$ cat config.mk
export PLATFORM = sky130hd
export DESIGN_NAME = circle_outline_rasterizer_top
export DESIGN_NICKNAME = d
export VERILOG_FILES = /design/src/design/cor_pkg.sv /design/src/design/circle_outline_rasterizer_top.sv /design/src/design/cor_ctrl.sv /design/src/design/cor_datapath.sv
export SDC_FILE = /design/constraint.sdc
export NUM_CORES = 1
export LEC_CHECK = 0
export BUFFER_PORTS_ARGS = -buffer_cell sky130_fd_sc_hd__buf_4
export CORE_UTILIZATION = 53
export CTS_CLUSTER_DIAMETER = 100
export DETAILED_ROUTE_END_ITERATION = 7
export PLACE_DENSITY_LB_ADDON = 0.15
export SLEW_MARGIN = 25
export SYNTH_ARGS = -nofsm -noshare
export SYNTH_HDL_FRONTEND = slang
export SYNTH_SLANG_ARGS = --single-unit
$ cat constraint.sdc
create_clock -name clk_i -period 3.38 [get_ports clk_i]
set_clock_uncertainty 0.1 [all_clocks]
set_input_delay 0.338 -clock clk_i [delete_from_list [all_inputs] [get_ports clk_i]]
set_output_delay 0.338 -clock clk_i [all_outputs]
set_load 0.02 [all_outputs]
$ cat src/design/cor_pkg.sv
package cor_pkg;

  // Default sizes of the input fields
  localparam int RADIUS_BITS_DEF = 6;
  localparam int COORD_BITS_DEF  = 10;

  // Fixed result sizes
  localparam int OUT_W       = 12;
  localparam int NUM_COORDS  = 8;
  localparam int MAX_RESULTS = 64;
  // Holds 0..MAX_RESULTS for the small offset and the step count
  localparam int STEP_W      = $clog2(MAX_RESULTS + 1);

  typedef enum logic [0:0] {
    ST_IDLE,
    ST_RUN
  } state_e;

  // Controller to datapath
  typedef struct packed {
    logic load;  // take a new circle
    logic step;  // emit one octant step and advance
  } cmd_t;

  // Datapath to controller
  typedef struct packed {
    logic last;  // the step now pending is the final one of the circle
  } sts_t;

endpackage

$ cat src/design/circle_outline_rasterizer_top.sv
// Midpoint circle rasterizer, first octant walk.
//
// Slave stream: one request per circle in s_axis_tdata_i (center x, center y,
// radius). Master stream: one result per octant step with eight coordinates
// (center +- small and large offset, 12-bit two's complement, wrapping) and
// tlast on the final step of the circle.
//
// A circle is loaded on accept, then the walk gives one result per cycle while
// the receiver takes them, held in a single output register. A circle of radius r
// gives about 0.71*r + 1 results, at most 64. The walk loop does one decision
// update per cycle when the receiver does not stall; the next circle can be
// accepted in the cycle after the final step is issued, even while that result
// still waits in the register.
//
// Receiver stall: the walk pauses with the pending result held until it is
// taken. Reset clears the walk and the output valid; the block comes out of
// reset idle and ready for a circle.
module circle_outline_rasterizer_top #(
  parameter int RADIUS_BITS = cor_pkg::RADIUS_BITS_DEF,
  parameter int COORD_BITS  = cor_pkg::COORD_BITS_DEF,
  localparam int InW  = ((2 * COORD_BITS + RADIUS_BITS + 7) / 8) * 8,
  localparam int OutW = cor_pkg::NUM_COORDS * cor_pkg::OUT_W
) (
  input  logic            clk_i,
  input  logic            rst_ni,
  input  logic            s_axis_tvalid_i,
  output logic            s_axis_tready_o,
  // center_x, center_y, radius, zero pad
  input  logic [InW-1:0]  s_axis_tdata_i,
  output logic            m_axis_tvalid_o,
  input  logic            m_axis_tready_i,
  // x_plus_a, x_minus_a, x_plus_b, x_minus_b,
  // y_plus_a, y_minus_a, y_plus_b, y_minus_b
  output logic [OutW-1:0] m_axis_tdata_o,
  // last_step
  output logic            m_axis_tlast_o
);

  cor_pkg::cmd_t cmd;
  cor_pkg::sts_t sts;

  cor_ctrl u_ctrl (
    .clk_i     (clk_i),
    .rst_ni    (rst_ni),
    .s_valid_i (s_axis_tvalid_i),
    .s_ready_o (s_axis_tready_o),
    .m_valid_o (m_axis_tvalid_o),
    .m_ready_i (m_axis_tready_i),
    .cmd_o     (cmd),
    .sts_i     (sts)
  );

  cor_datapath #(
    .RADIUS_BITS (RADIUS_BITS),
    .COORD_BITS  (COORD_BITS)
  ) u_datapath (
    .clk_i       (clk_i),
    .rst_ni      (rst_ni),
    .cmd_i       (cmd),
    .sts_o       (sts),
    .center_x_i  (s_axis_tdata_i[COORD_BITS-1:0]),
    .center_y_i  (s_axis_tdata_i[2*COORD_BITS-1:COORD_BITS]),
    .radius_i    (s_axis_tdata_i[2*COORD_BITS+RADIUS_BITS-1:2*COORD_BITS]),
    .coords_o    (m_axis_tdata_o),
    .last_step_o (m_axis_tlast_o)
  );

endmodule

$ cat src/design/cor_ctrl.sv
module cor_ctrl (
  input  logic          clk_i,
  input  logic          rst_ni,
  input  logic          s_valid_i,
  output logic          s_ready_o,
  output logic          m_valid_o,
  input  logic          m_ready_i,
  output cor_pkg::cmd_t cmd_o,
  input  cor_pkg::sts_t sts_i
);

  cor_pkg::state_e state_q, state_d;
  logic            m_valid_q, m_valid_d;
  logic            out_free;

  // Output slot is free when empty or being drained this cycle
  assign out_free = !m_valid_q || m_ready_i;

  // Command and handshake outputs
  always_comb begin
    cmd_o.load = 1'b0;
    cmd_o.step = 1'b0;
    s_ready_o  = 1'b0;
    unique case (state_q)
      cor_pkg::ST_IDLE: begin
        s_ready_o  = 1'b1;
        cmd_o.load = s_valid_i;
      end
      cor_pkg::ST_RUN: begin
        cmd_o.step = out_free;
      end
      default: begin
        s_ready_o = 1'b0;
      end
    endcase
  end

  // Next state
  always_comb begin
    state_d = state_q;
    unique case (state_q)
      cor_pkg::ST_IDLE: begin
        if (s_valid_i) begin
          state_d = cor_pkg::ST_RUN;
        end
      end
      cor_pkg::ST_RUN: begin
        if (out_free && sts_i.last) begin
          state_d = cor_pkg::ST_IDLE;
        end
      end
      default: begin
        state_d = cor_pkg::ST_IDLE;
      end
    endcase
  end

  // Output register valid flag
  always_comb begin
    m_valid_d = m_valid_q;
    if (cmd_o.step) begin
      m_valid_d = 1'b1;
    end else if (m_ready_i) begin
      m_valid_d = 1'b0;
    end
  end

  always_ff @(posedge clk_i or negedge rst_ni) begin
    if (!rst_ni) begin
      state_q   <= cor_pkg::ST_IDLE;
      m_valid_q <= 1'b0;
    end else begin
      state_q   <= state_d;
      m_valid_q <= m_valid_d;
    end
  end

  assign m_valid_o = m_valid_q;

`ifndef SYNTHESIS
  // A new circle always starts a walk
  a_load_runs: assert property (@(posedge clk_i) disable iff (!rst_ni)
    cmd_o.load |=> state_q == cor_pkg::ST_RUN)
    else $error("load did not start a walk");

  // Final step ends the walk
  a_last_idles: assert property (@(posedge clk_i) disable iff (!rst_ni)
    cmd_o.step && sts_i.last |=> state_q == cor_pkg::ST_IDLE)
    else $error("walk continued past final step");

  // A step never overwrites a result still waiting
  a_no_overwrite: assert property (@(posedge clk_i) disable iff (!rst_ni)
    cmd_o.step |-> (!m_valid_q || m_ready_i))
    else $error("step overwrote pending result");

  // Input is never taken while a walk runs
  a_no_load_busy: assert property (@(posedge clk_i) disable iff (!rst_ni)
    state_q == cor_pkg::ST_RUN |-> !s_ready_o && !cmd_o.load)
    else $error("input taken during walk");
`endif

endmodule

$ cat src/design/cor_datapath.sv
module cor_datapath #(
  parameter int RADIUS_BITS = cor_pkg::RADIUS_BITS_DEF,
  parameter int COORD_BITS  = cor_pkg::COORD_BITS_DEF
) (
  input  logic                                       clk_i,
  input  logic                                       rst_ni,
  input  cor_pkg::cmd_t                              cmd_i,
  output cor_pkg::sts_t                              sts_o,
  input  logic [COORD_BITS-1:0]                      center_x_i,
  input  logic [COORD_BITS-1:0]                      center_y_i,
  input  logic [RADIUS_BITS-1:0]                     radius_i,
  output logic [cor_pkg::NUM_COORDS*cor_pkg::OUT_W-1:0] coords_o,
  output logic                                       last_step_o
);

  localparam int OW   = cor_pkg::OUT_W;
  localparam int SW   = cor_pkg::STEP_W;
  // Signed width for offsets and the decision value
  localparam int BASE = (RADIUS_BITS > SW) ? RADIUS_BITS : SW;
  localparam int DW   = BASE + 5;

  logic [COORD_BITS-1:0]     cx_q, cy_q;
  logic [SW-1:0]             a_q;
  logic signed [RADIUS_BITS:0] b_q;
  logic signed [DW-1:0]      d_q;
  logic [SW-1:0]             n_q;

  logic signed [DW-1:0] a_s, b_s, na_s, nb_s, nd_s;
  logic                 last;
  logic [OW-1:0]        wx, wy, wa, wb;

  logic [OW-1:0] x_pa_q, x_ma_q, x_pb_q, x_mb_q;
  logic [OW-1:0] y_pa_q, y_ma_q, y_pb_q, y_mb_q;
  logic          last_q;

  // Next walk values from the current offsets
  always_comb begin
    a_s = DW'(a_q);
    b_s = DW'(b_q);
    if (d_q > 0) begin
      nd_s = d_q + ((a_s - b_s) <<< 2) + DW'(10);
      nb_s = b_s - DW'(1);
    end else begin
      nd_s = d_q + (a_s <<< 2) + DW'(6);
      nb_s = b_s;
    end
    na_s = a_s + DW'(1);
    last = (nb_s < na_s) || (n_q == SW'(cor_pkg::MAX_RESULTS - 1));
  end

  assign sts_o.last = last;

  // Coordinates wrap modulo the output width
  assign wx = OW'(cx_q);
  assign wy = OW'(cy_q);
  assign wa = OW'(a_q);
  assign wb = OW'(b_q[RADIUS_BITS-1:0]);

  // Walk registers
  always_ff @(posedge clk_i or negedge rst_ni) begin
    if (!rst_ni) begin
      cx_q <= '0;
      cy_q <= '0;
      a_q  <= '0;
      b_q  <= '0;
      d_q  <= '0;
      n_q  <= '0;
    end else if (cmd_i.load) begin
      cx_q <= center_x_i;
      cy_q <= center_y_i;
      a_q  <= '0;
      b_q  <= {1'b0, radius_i};
      d_q  <= DW'(3) - (DW'(radius_i) <<< 1);
      n_q  <= '0;
    end else if (cmd_i.step) begin
      a_q <= na_s[SW-1:0];
      b_q <= nb_s[RADIUS_BITS:0];
      d_q <= nd_s;
      n_q <= n_q + SW'(1);
    end
  end

  // Result register
  always_ff @(posedge clk_i) begin
    if (cmd_i.step) begin
      x_pa_q <= wx + wa;
      x_ma_q <= wx - wa;
      x_pb_q <= wx + wb;
      x_mb_q <= wx - wb;
      y_pa_q <= wy + wa;
      y_ma_q <= wy - wa;
      y_pb_q <= wy + wb;
      y_mb_q <= wy - wb;
      last_q <= last;
    end
  end

  assign coords_o = {y_mb_q, y_pb_q, y_ma_q, y_pa_q, x_mb_q, x_pb_q, x_ma_q, x_pa_q};
  assign last_step_o = last_q;

endmodule

==> qor.yml, run 1 <==
hold_path:
  hp-class: "primary input to flip-flop"
  min-delay-start: "s_axis_tdata_i[9]"
global_route:
  antenna_found_initial: 0
  grt_max_degree: 81
  grt_pass1_wl_um: 33300
  grt_overflow: 0
  grt_pass1_vias: 6769
  grt_usage: 0.249
worst_setup_path:
  crit_type: "flip-flop to flip-flop"
  crit_path_start_kind: "flip-flop"
  worstPathRequired_ps: 3600
  cp_data_arrival_time_ps: 3400
  crit_path_start: "u_datapath.a_q[0]$_DFFE_PN0P_"
  r2r-start: "u_datapath.a_q[0]$_DFFE_PN0P_"
  worstPathMaxFanout: 3
  cp-end-kind: "flip-flop"
logic_synthesis:
  syn_area_mm2: 0.00900
  ys_ff_latch: 140
  postSynthCellCount: 898
  synthDistinctLibCells: 53
  synthArstFlopShare: 0.393
  synth_flop_cell: "edfxtp_1"
  ys_seq_area_frac: 0.437
  synth_edf_count: 85
  postSynthAreaPerCell_um2: 10.0
  yosys_warnings: 0
route:
  wirelength_um: 20800
  vias: 6891
  routed_via_density: 5.38
  drt-initial-drc-count: 399
  drt_first_pass_iters: 5
  drc: 0
  postRouteAntennaNets: 0
  route.detailed.wl_per_inst_um: 16.3
sta:
  grt_setup_unrepaired: "true"
  finalHoldViolCount: 0
  period_share: 0.941
  relSlewSlack: 0.461
  setup_viol: 0
  worst-slew-pin-transition_ps: 806
  fmax_ghz: 0.314
  maxSlewViolCount: 0
  fin_tns_setup_ps: 0
  min_period_ps: 3180
placed_design:
  io_buffers: 124
  place.gp.congestion: 0.833
  dp_hpwl_um: 15400
  dp.cells: 1242
flow_run:
  max-cap-violations: 0
layout:
  area_growth_pct: 21.9
  nFillCells: 1342
  multi_input_area_mm2: 0.00465
  nets: 1198
  regArea_mm2: 0.00393
  diodes: 0
  layout-drive-gt1-share: 0.196
  layout.cells.non_filler: 1280
die:
  pin_count: 135
  initial_core_util: 0.543
  dieHeight_um: 132
  dieArea_mm2: 0.0175
  coreArea_mm2: 0.0166
  rows: 47
  die_width_um: 132
clocking:
  numCtsBuffers: 17
  clockBufferDepth: 2
  cts_tree: "built"
  htree_levels: 4
  clk_pin_slew_worst_paths_ps: 60
  clock_latency_ps: 430
  cts_sinks: 140
  cts_root_buf: "clkbuf_16"
outcome:
  outcome: "finished, final reports clean"
[layer usage]
layer | vias up | global-route usage | wire [um]
met1 | 3267 | 0.309 | 9060
met5 | - | 0 | 0
li1 | 3400 | - | -
met2 | 188 | 0.431 | 10300
met4 | 0 | 0.103 | 476
met3 | 36 | 0.0419 | 982
[sequential cells by signal, indices dropped and copies added (netlist names), 11 cells and up]
signal	cells
u_datapath.x_pb_q	11
u_datapath.d_q	12
u_datapath.y_mb_q	11
u_datapath.x_pa_q	11
u_datapath.y_pa_q	11
[cells in the final DEF (no fill, tap or decap), drive strengths merged, types with 16 or more instances in the layout]
| cell | n |
|---|---|
| nor2b | 16 |
| xor2 | 27 |
| nor3 | 20 |
| dfrtp | 55 |
| o21ai | 66 |
| nand2 | 91 |
| clkbuf | 20 |
| inv | 83 |
| ha | 104 |
| xnor2 | 59 |
| a21oi | 43 |
| buf | 157 |
| nor2 | 78 |
| edfxtp | 85 |
[worst paths after layout]
| path | to | slack (ps) | cells past startpoint |
|---|---|---|---|
| max | u_datapath.d_q[10]$_DFFE_PN0P_ | 200 | 16 |
| min | u_datapath.cx_q[9]$_DFFE_PN0P_ | 10 | 3 |
| max reg2reg | u_datapath.d_q[10]$_DFFE_PN0P_ | 200 | 16 |
| min reg2reg | u_datapath.d_q[0]$_DFFE_PN0P_ | 390 | 1 |
| max in group asynchronous | u_datapath.b_q[1]$_DFFE_PN0P_ | 2150 | 2 |
| min in group asynchronous | u_datapath.cx_q[7]$_DFFE_PN0P_ | 460 | 2 |
[cell type report]
cell class / count / share of cell area
clock buffer: 20 / 0.0398
timing repair buffer: 162 / 0.113
tap: 220 / 0.0251
multi-input combinational: 647 / 0.424
clock inverter: 12 / 0.0124
inverter: 79 / 0.0273
sequential: 140 / 0.358
[critical path, stage by stage (launching register included)]
cell and delay (ps):
dfrtp_1 390, inv_2 80, ha_2 190, fa_2 220, nor2b_2 50, o31a_1 330
o21ai_1 130, nand2b_1 80, xnor2_1 130, ha_1 280, ha_1 320, o21ai_1 170
nand2b_1 90, a21boi_1 140, xor2_1 150, o221ai_1 160, nor2_1 60
[stage by stage]
| stage | util | hold WS, ps | area, um^2 | worst slack [ps] |
|---|---|---|---|---|
| floorplan | - | -57.6 | 9010 | 90.6 |
| global placement | 0.621 | 377 | 10300 | 98.3 |
| detailed placement | 0.621 | 380 | 10300 | 35.7 |
| CTS | 0.658 | 2.00 | 10900 | 10.1 |
| global route | 0.662 | 14.9 | 11000 | -7.81 |
| finish | 0.662 | 13.1 | 11000 | 199 |
[synthesized netlist by cell type (all sizes together), types with 2 or more instances]
library cell  instances  area share
or3                   5      0.0035
o21bai               15       0.013
xnor2                59       0.057
a221o                 4      0.0045
nor3b                 2      0.0017
a211o                 2      0.0019
ha                  104        0.14
a21boi                8      0.0067
fa                   11       0.024
buf                  19       0.013
nor2                 78       0.033
nand2                91       0.038
dfrtp                55        0.15
o211ai                3      0.0025
nand4                 9      0.0063
inv                  78       0.033
or4                   2      0.0017
o221ai                3      0.0029
o21a                  2      0.0017
a31oi                 5      0.0042
xor2                 27       0.026
nand2b               10      0.0070
nor4                  3      0.0035
and3                  7      0.0049
a21o                  5      0.0042
o21ai                66       0.037
nor3                 20       0.011
edfxtp               85        0.28
or2                   2      0.0014
nor2b                16       0.011
a211oi                6      0.0050
clkbuf               16      0.0067
a21oi                43       0.024
o22ai                 2      0.0014
o41ai                 3      0.0038
o31ai                 8      0.0067
nand3                14      0.0078
[timing repair]
action / in CTS / in global routing
buffers inserted: 0 / 1
endpoints found under the hold margin: 59 / 0
hold buffers: 5 / 0
setup endpoints to repair: 0 / 5
gates resized for setup: 0 / 18
[kinds of logic after synthesis]
logic type	Yosys count	synth area share
AO/OA/AOI/OAI	181	0.125
adder cells (fa/ha/maj)	115	0.169
multiplexers	2	0.00236
other	1	0.000417
AND/OR/NAND/NOR	259	0.130
buffers and inverters	114	0.0528
flip-flops	140	0.437
XOR/XNOR	86	0.0837
Power of run 1 is not shown: default switching activity piles up to over one toggle a cycle in this logic, so the estimate is an artifact.
==> run 2: changes to the inputs <==
SYNTH_HIERARCHICAL = 1   (was not set)
clock period = 2.9 ns   (was 3.38 ns; I/O delays follow)
==> qor.yml, run 2 <==
outcome:
  outcome: "complete, but fails checks"
  violations: "setup timing"
route:
  postRouteAntennaNets: 0  # unchanged
  drt-initial-drc-count: 448  # +12%
  vias: 7342  # +6.5%
  route.detailed.wl_per_inst_um: 17.6  # +8.0%
  routed_via_density: 5.50  # +2.2%
  drt_first_pass_iters: 5  # unchanged
  drc: 0  # unchanged
  wirelength_um: 23500  # +13%
logic_synthesis:
  postSynthAreaPerCell_um2: 10.4  # +3.4%
  synthDistinctLibCells: 59  # +11%
  syn_area_mm2: 0.00932  # +3.5%
  ys_seq_area_frac: 0.422  # -0.0149
  yosys_warnings: 6  # +6
  synth_flop_cell: "edfxtp_1"
  synth_edf_count: 85  # unchanged
  synth.top_cell.area_share: 0.274  # -0.00968
  synthArstFlopShare: 0.393  # unchanged
  postSynthCellCount: 899  # +0.11%
  synth_top_cells_by_area: "edfxtp_1 27%, dfrtp_1 15%, ha_1 14%"
  yosysMostFrequentCell: "ha_1"
  synth_top_area_cell: "edfxtp_1"
  synth_common_cells: "104 x ha_1, 85 x edfxtp_1, 75 x inv_1"
  ys_ff_latch: 140  # unchanged
flow_run:
  max-cap-violations: 0  # unchanged
die:
  pin_count: 135  # unchanged
  coreArea_mm2: 0.0172  # +3.9%
  rows: 48  # +2.1%
  dieArea_mm2: 0.0181  # +3.5%
  initial_core_util: 0.540  # -0.00212
  die_width_um: 135  # +1.7%
  dieHeight_um: 135  # +1.7%
clocking:
  clockBufferDepth: 2  # unchanged
  cts_sinks: 140  # unchanged
  clock_latency_ps: 420  # about the same
  clk_pin_slew_worst_paths_ps: 60  # about the same
  htree_levels: 4  # unchanged
  cts_root_buf: "clkbuf_16"
  numCtsBuffers: 17  # unchanged
  cts_tree: "built"
worst_setup_path:
  worstPathRequired_ps: 3110  # -490 ps
  crit_path_start_kind: "flip-flop"
  worstPathMaxFanout: 3  # unchanged
  crit_type: "flip-flop to flip-flop"
  rrSetupSlack_ps: -250  # -450 ps
  r2r-start: "u_datapath/a_q[0]$_DFFE_PN0N_"
  cp_data_arrival_time_ps: 3350  # -50 ps
  r2r.worst_path.cells: 15  # -1
  timing.rr.end: "u_datapath/d_q[11]$_DFFE_PN0N_"
  cp-end-kind: "flip-flop"
sta:
  setup_viol: 7  # +7
  min_period_ps: 3150  # -33.0 ps
  grt_setup_unrepaired: "true"
  timing.final.ws_setup_ps: -248  # -447 ps
  fin_tns_setup_ps: -976  # -976 ps
  worst-slew-pin-transition_ps: 802  # -3.10 ps
  period_share: 1.09  # +0.144
  maxSlewViolCount: 0  # unchanged
  relSlewSlack: 0.465  # +0.00405
  finalHoldViolCount: 0  # unchanged
  fmax_ghz: 0.318  # +1.0%
layout:
  fin_util: 0.702  # +0.0402
  final_common_cell: "buf_4"
  layout-drive-gt1-share: 0.284  # +0.0876
  design_area_mm2: 0.0121  # +10%
  nFillCells: 1304  # -2.8%
  diodes: 0  # unchanged
  nets: 1248  # +4.2%
  area_growth_pct: 29.8
  top_register: "u_datapath/d_q"
  final_cell_mix: "191 x buf_4, 93 x ha_1, 85 x edfxtp_1"
  largest_reg_flops: 12  # unchanged
  multi_input_area_mm2: 0.00530  # +14%
  regArea_mm2: 0.00393  # about the same
global_route:
  grt_usage: 0.263  # +0.0145
  grt_pass1_vias: 7213  # +6.6%
  grt_pass1_wl_um: 36300  # +8.8%
  grt_max_degree: 58  # -28%
  busiest_layer: "met2"
  grt_use_met3: 0.0435  # +0.00164
  grtUsageMet2: 0.468  # +0.0368
  use_met1: 0.319  # +0.0104
  antenna_found_initial: 0  # unchanged
  grt_overflow: 0  # unchanged
hold_path:
  min-delay-start: "s_axis_tdata_i[2]"
  holdPathStages: 2  # -1
  hp-class: "primary input to flip-flop"
  min_to: "u_datapath/cx_q[2]$_DFFE_PN0P_"
placed_design:
  place.gp.congestion: 0.886  # +6.3%
  placed_area_mm2: 0.0109  # +6.4%
  dp_hpwl_um: 16800  # +8.8%
  io_buffers: 124  # unchanged
[run 2: changes by cell type in the layout (fill, tap and decap cells not counted), moves of 6 or more]
| cell | previous run | this run |
|---|---|---|
| o21bai_1 | 15 | 7 |
| ha_4 | 1 | 11 |
| buf_4 | 156 | 191 |
| mux2i_1 | 1 | 7 |
| o21ai_0 | 60 | 44 |
| buf_6 | 0 | 9 |
| ha_1 | 102 | 93 |
| o21a_1 | 2 | 11 |
| inv_1 | 77 | 71 |
| nand2_1 | 91 | 45 |
| nor2_1 | 78 | 71 |
| and3_1 | 7 | 13 |
| mux2_2 | 1 | 16 |
[run 2: worst max path at each step]
stage | startpoint | to | slack [ps] | depth (start not counted)
finish | u_datapath/a_q[0]$_DFFE_PN0N_ | u_datapath/d_q[11]$_DFFE_PN0N_ | -250 | 15
global route | u_datapath/a_q[0]$_DFFE_PN0N_ | u_datapath/d_q[10]$_DFFE_PN0N_ | -370 | 14
CTS | u_datapath/a_q[0]$_DFFE_PN0N_ | u_datapath/d_q[11]$_DFFE_PN0N_ | -190 | 15
detailed placement | u_datapath/a_q[0]$_DFFE_PN0N_ | u_datapath/d_q[11]$_DFFE_PN0N_ | -340 | 16
global placement | u_datapath/a_q[1]$_DFFE_PN0N_ | u_datapath/d_q[11]$_DFFE_PN0N_ | -230 | 15
floorplan | u_datapath/a_q[0]$_DFFE_PN0N_ | u_datapath/d_q[11]$_DFFE_PN0N_ | -230 | 16
[run 2: area by class of cell]
class / instances / area share
inverter: 75 / 0.0237
multi-input combinational: 652 / 0.438
tap: 225 / 0.0233
clock inverter: 13 / 0.0162
sequential: 140 / 0.325
timing repair buffer: 211 / 0.138
clock buffer: 19 / 0.0358
[run 2: worst max-delay path: stages (launching register included)]
cell and delay [ps]:
dfrtp_2 410, inv_2 80, ha_4 140, fa_2 230
nor2b_4 50, o31a_1 280, o21ai_1 160, nand2b_1 90
xnor2_1 130, ha_1 310, ha_4 230, or2_4 230
a41o_1 240, a21oi_2 150, xnor2_1 130, o21ai_1 70
[run 2: per-stage QoR]
step	hold slack [ps]	worst slack [ps]	std cells
floorplan	-106	-232	902
global placement	336	-228	1284
detailed placement	324	-336	1284
CTS	0.946	-193	1332
global route	0.514	-375	1335
finish	11.4	-248	1335
[run 2: what timing repair did]
item                                   in CTS  in global routing
setup endpoints to repair                   9                 13
setup buffers                               7                  4
cloned                                      0                  0
endpoints found under the hold margin      63                  0
resized for setup                          26                 41
hold buffers                                9                  0
pin swaps                                  31                 35
[run 2: logic make-up after synthesis]
family,Yosys count,share of synthesized area
other,1,0.000403
XOR/XNOR,88,0.0850
AND/OR/NAND/NOR,227,0.119
multiplexers,23,0.0269
flip-flops,140,0.422
buffers and inverters,110,0.0501
AO/OA/AOI/OAI,195,0.133
adder cells (fa/ha/maj),115,0.163
[run 2: routing by layer]
layer | vias up | share of wire
met5 | - | 0
met4 | 0 | 0.025
met3 | 47 | 0.047
met2 | 204 | 0.51
met1 | 3543 | 0.42
li1 | 3548 | -
Power of run 2 is left out for the same reason.
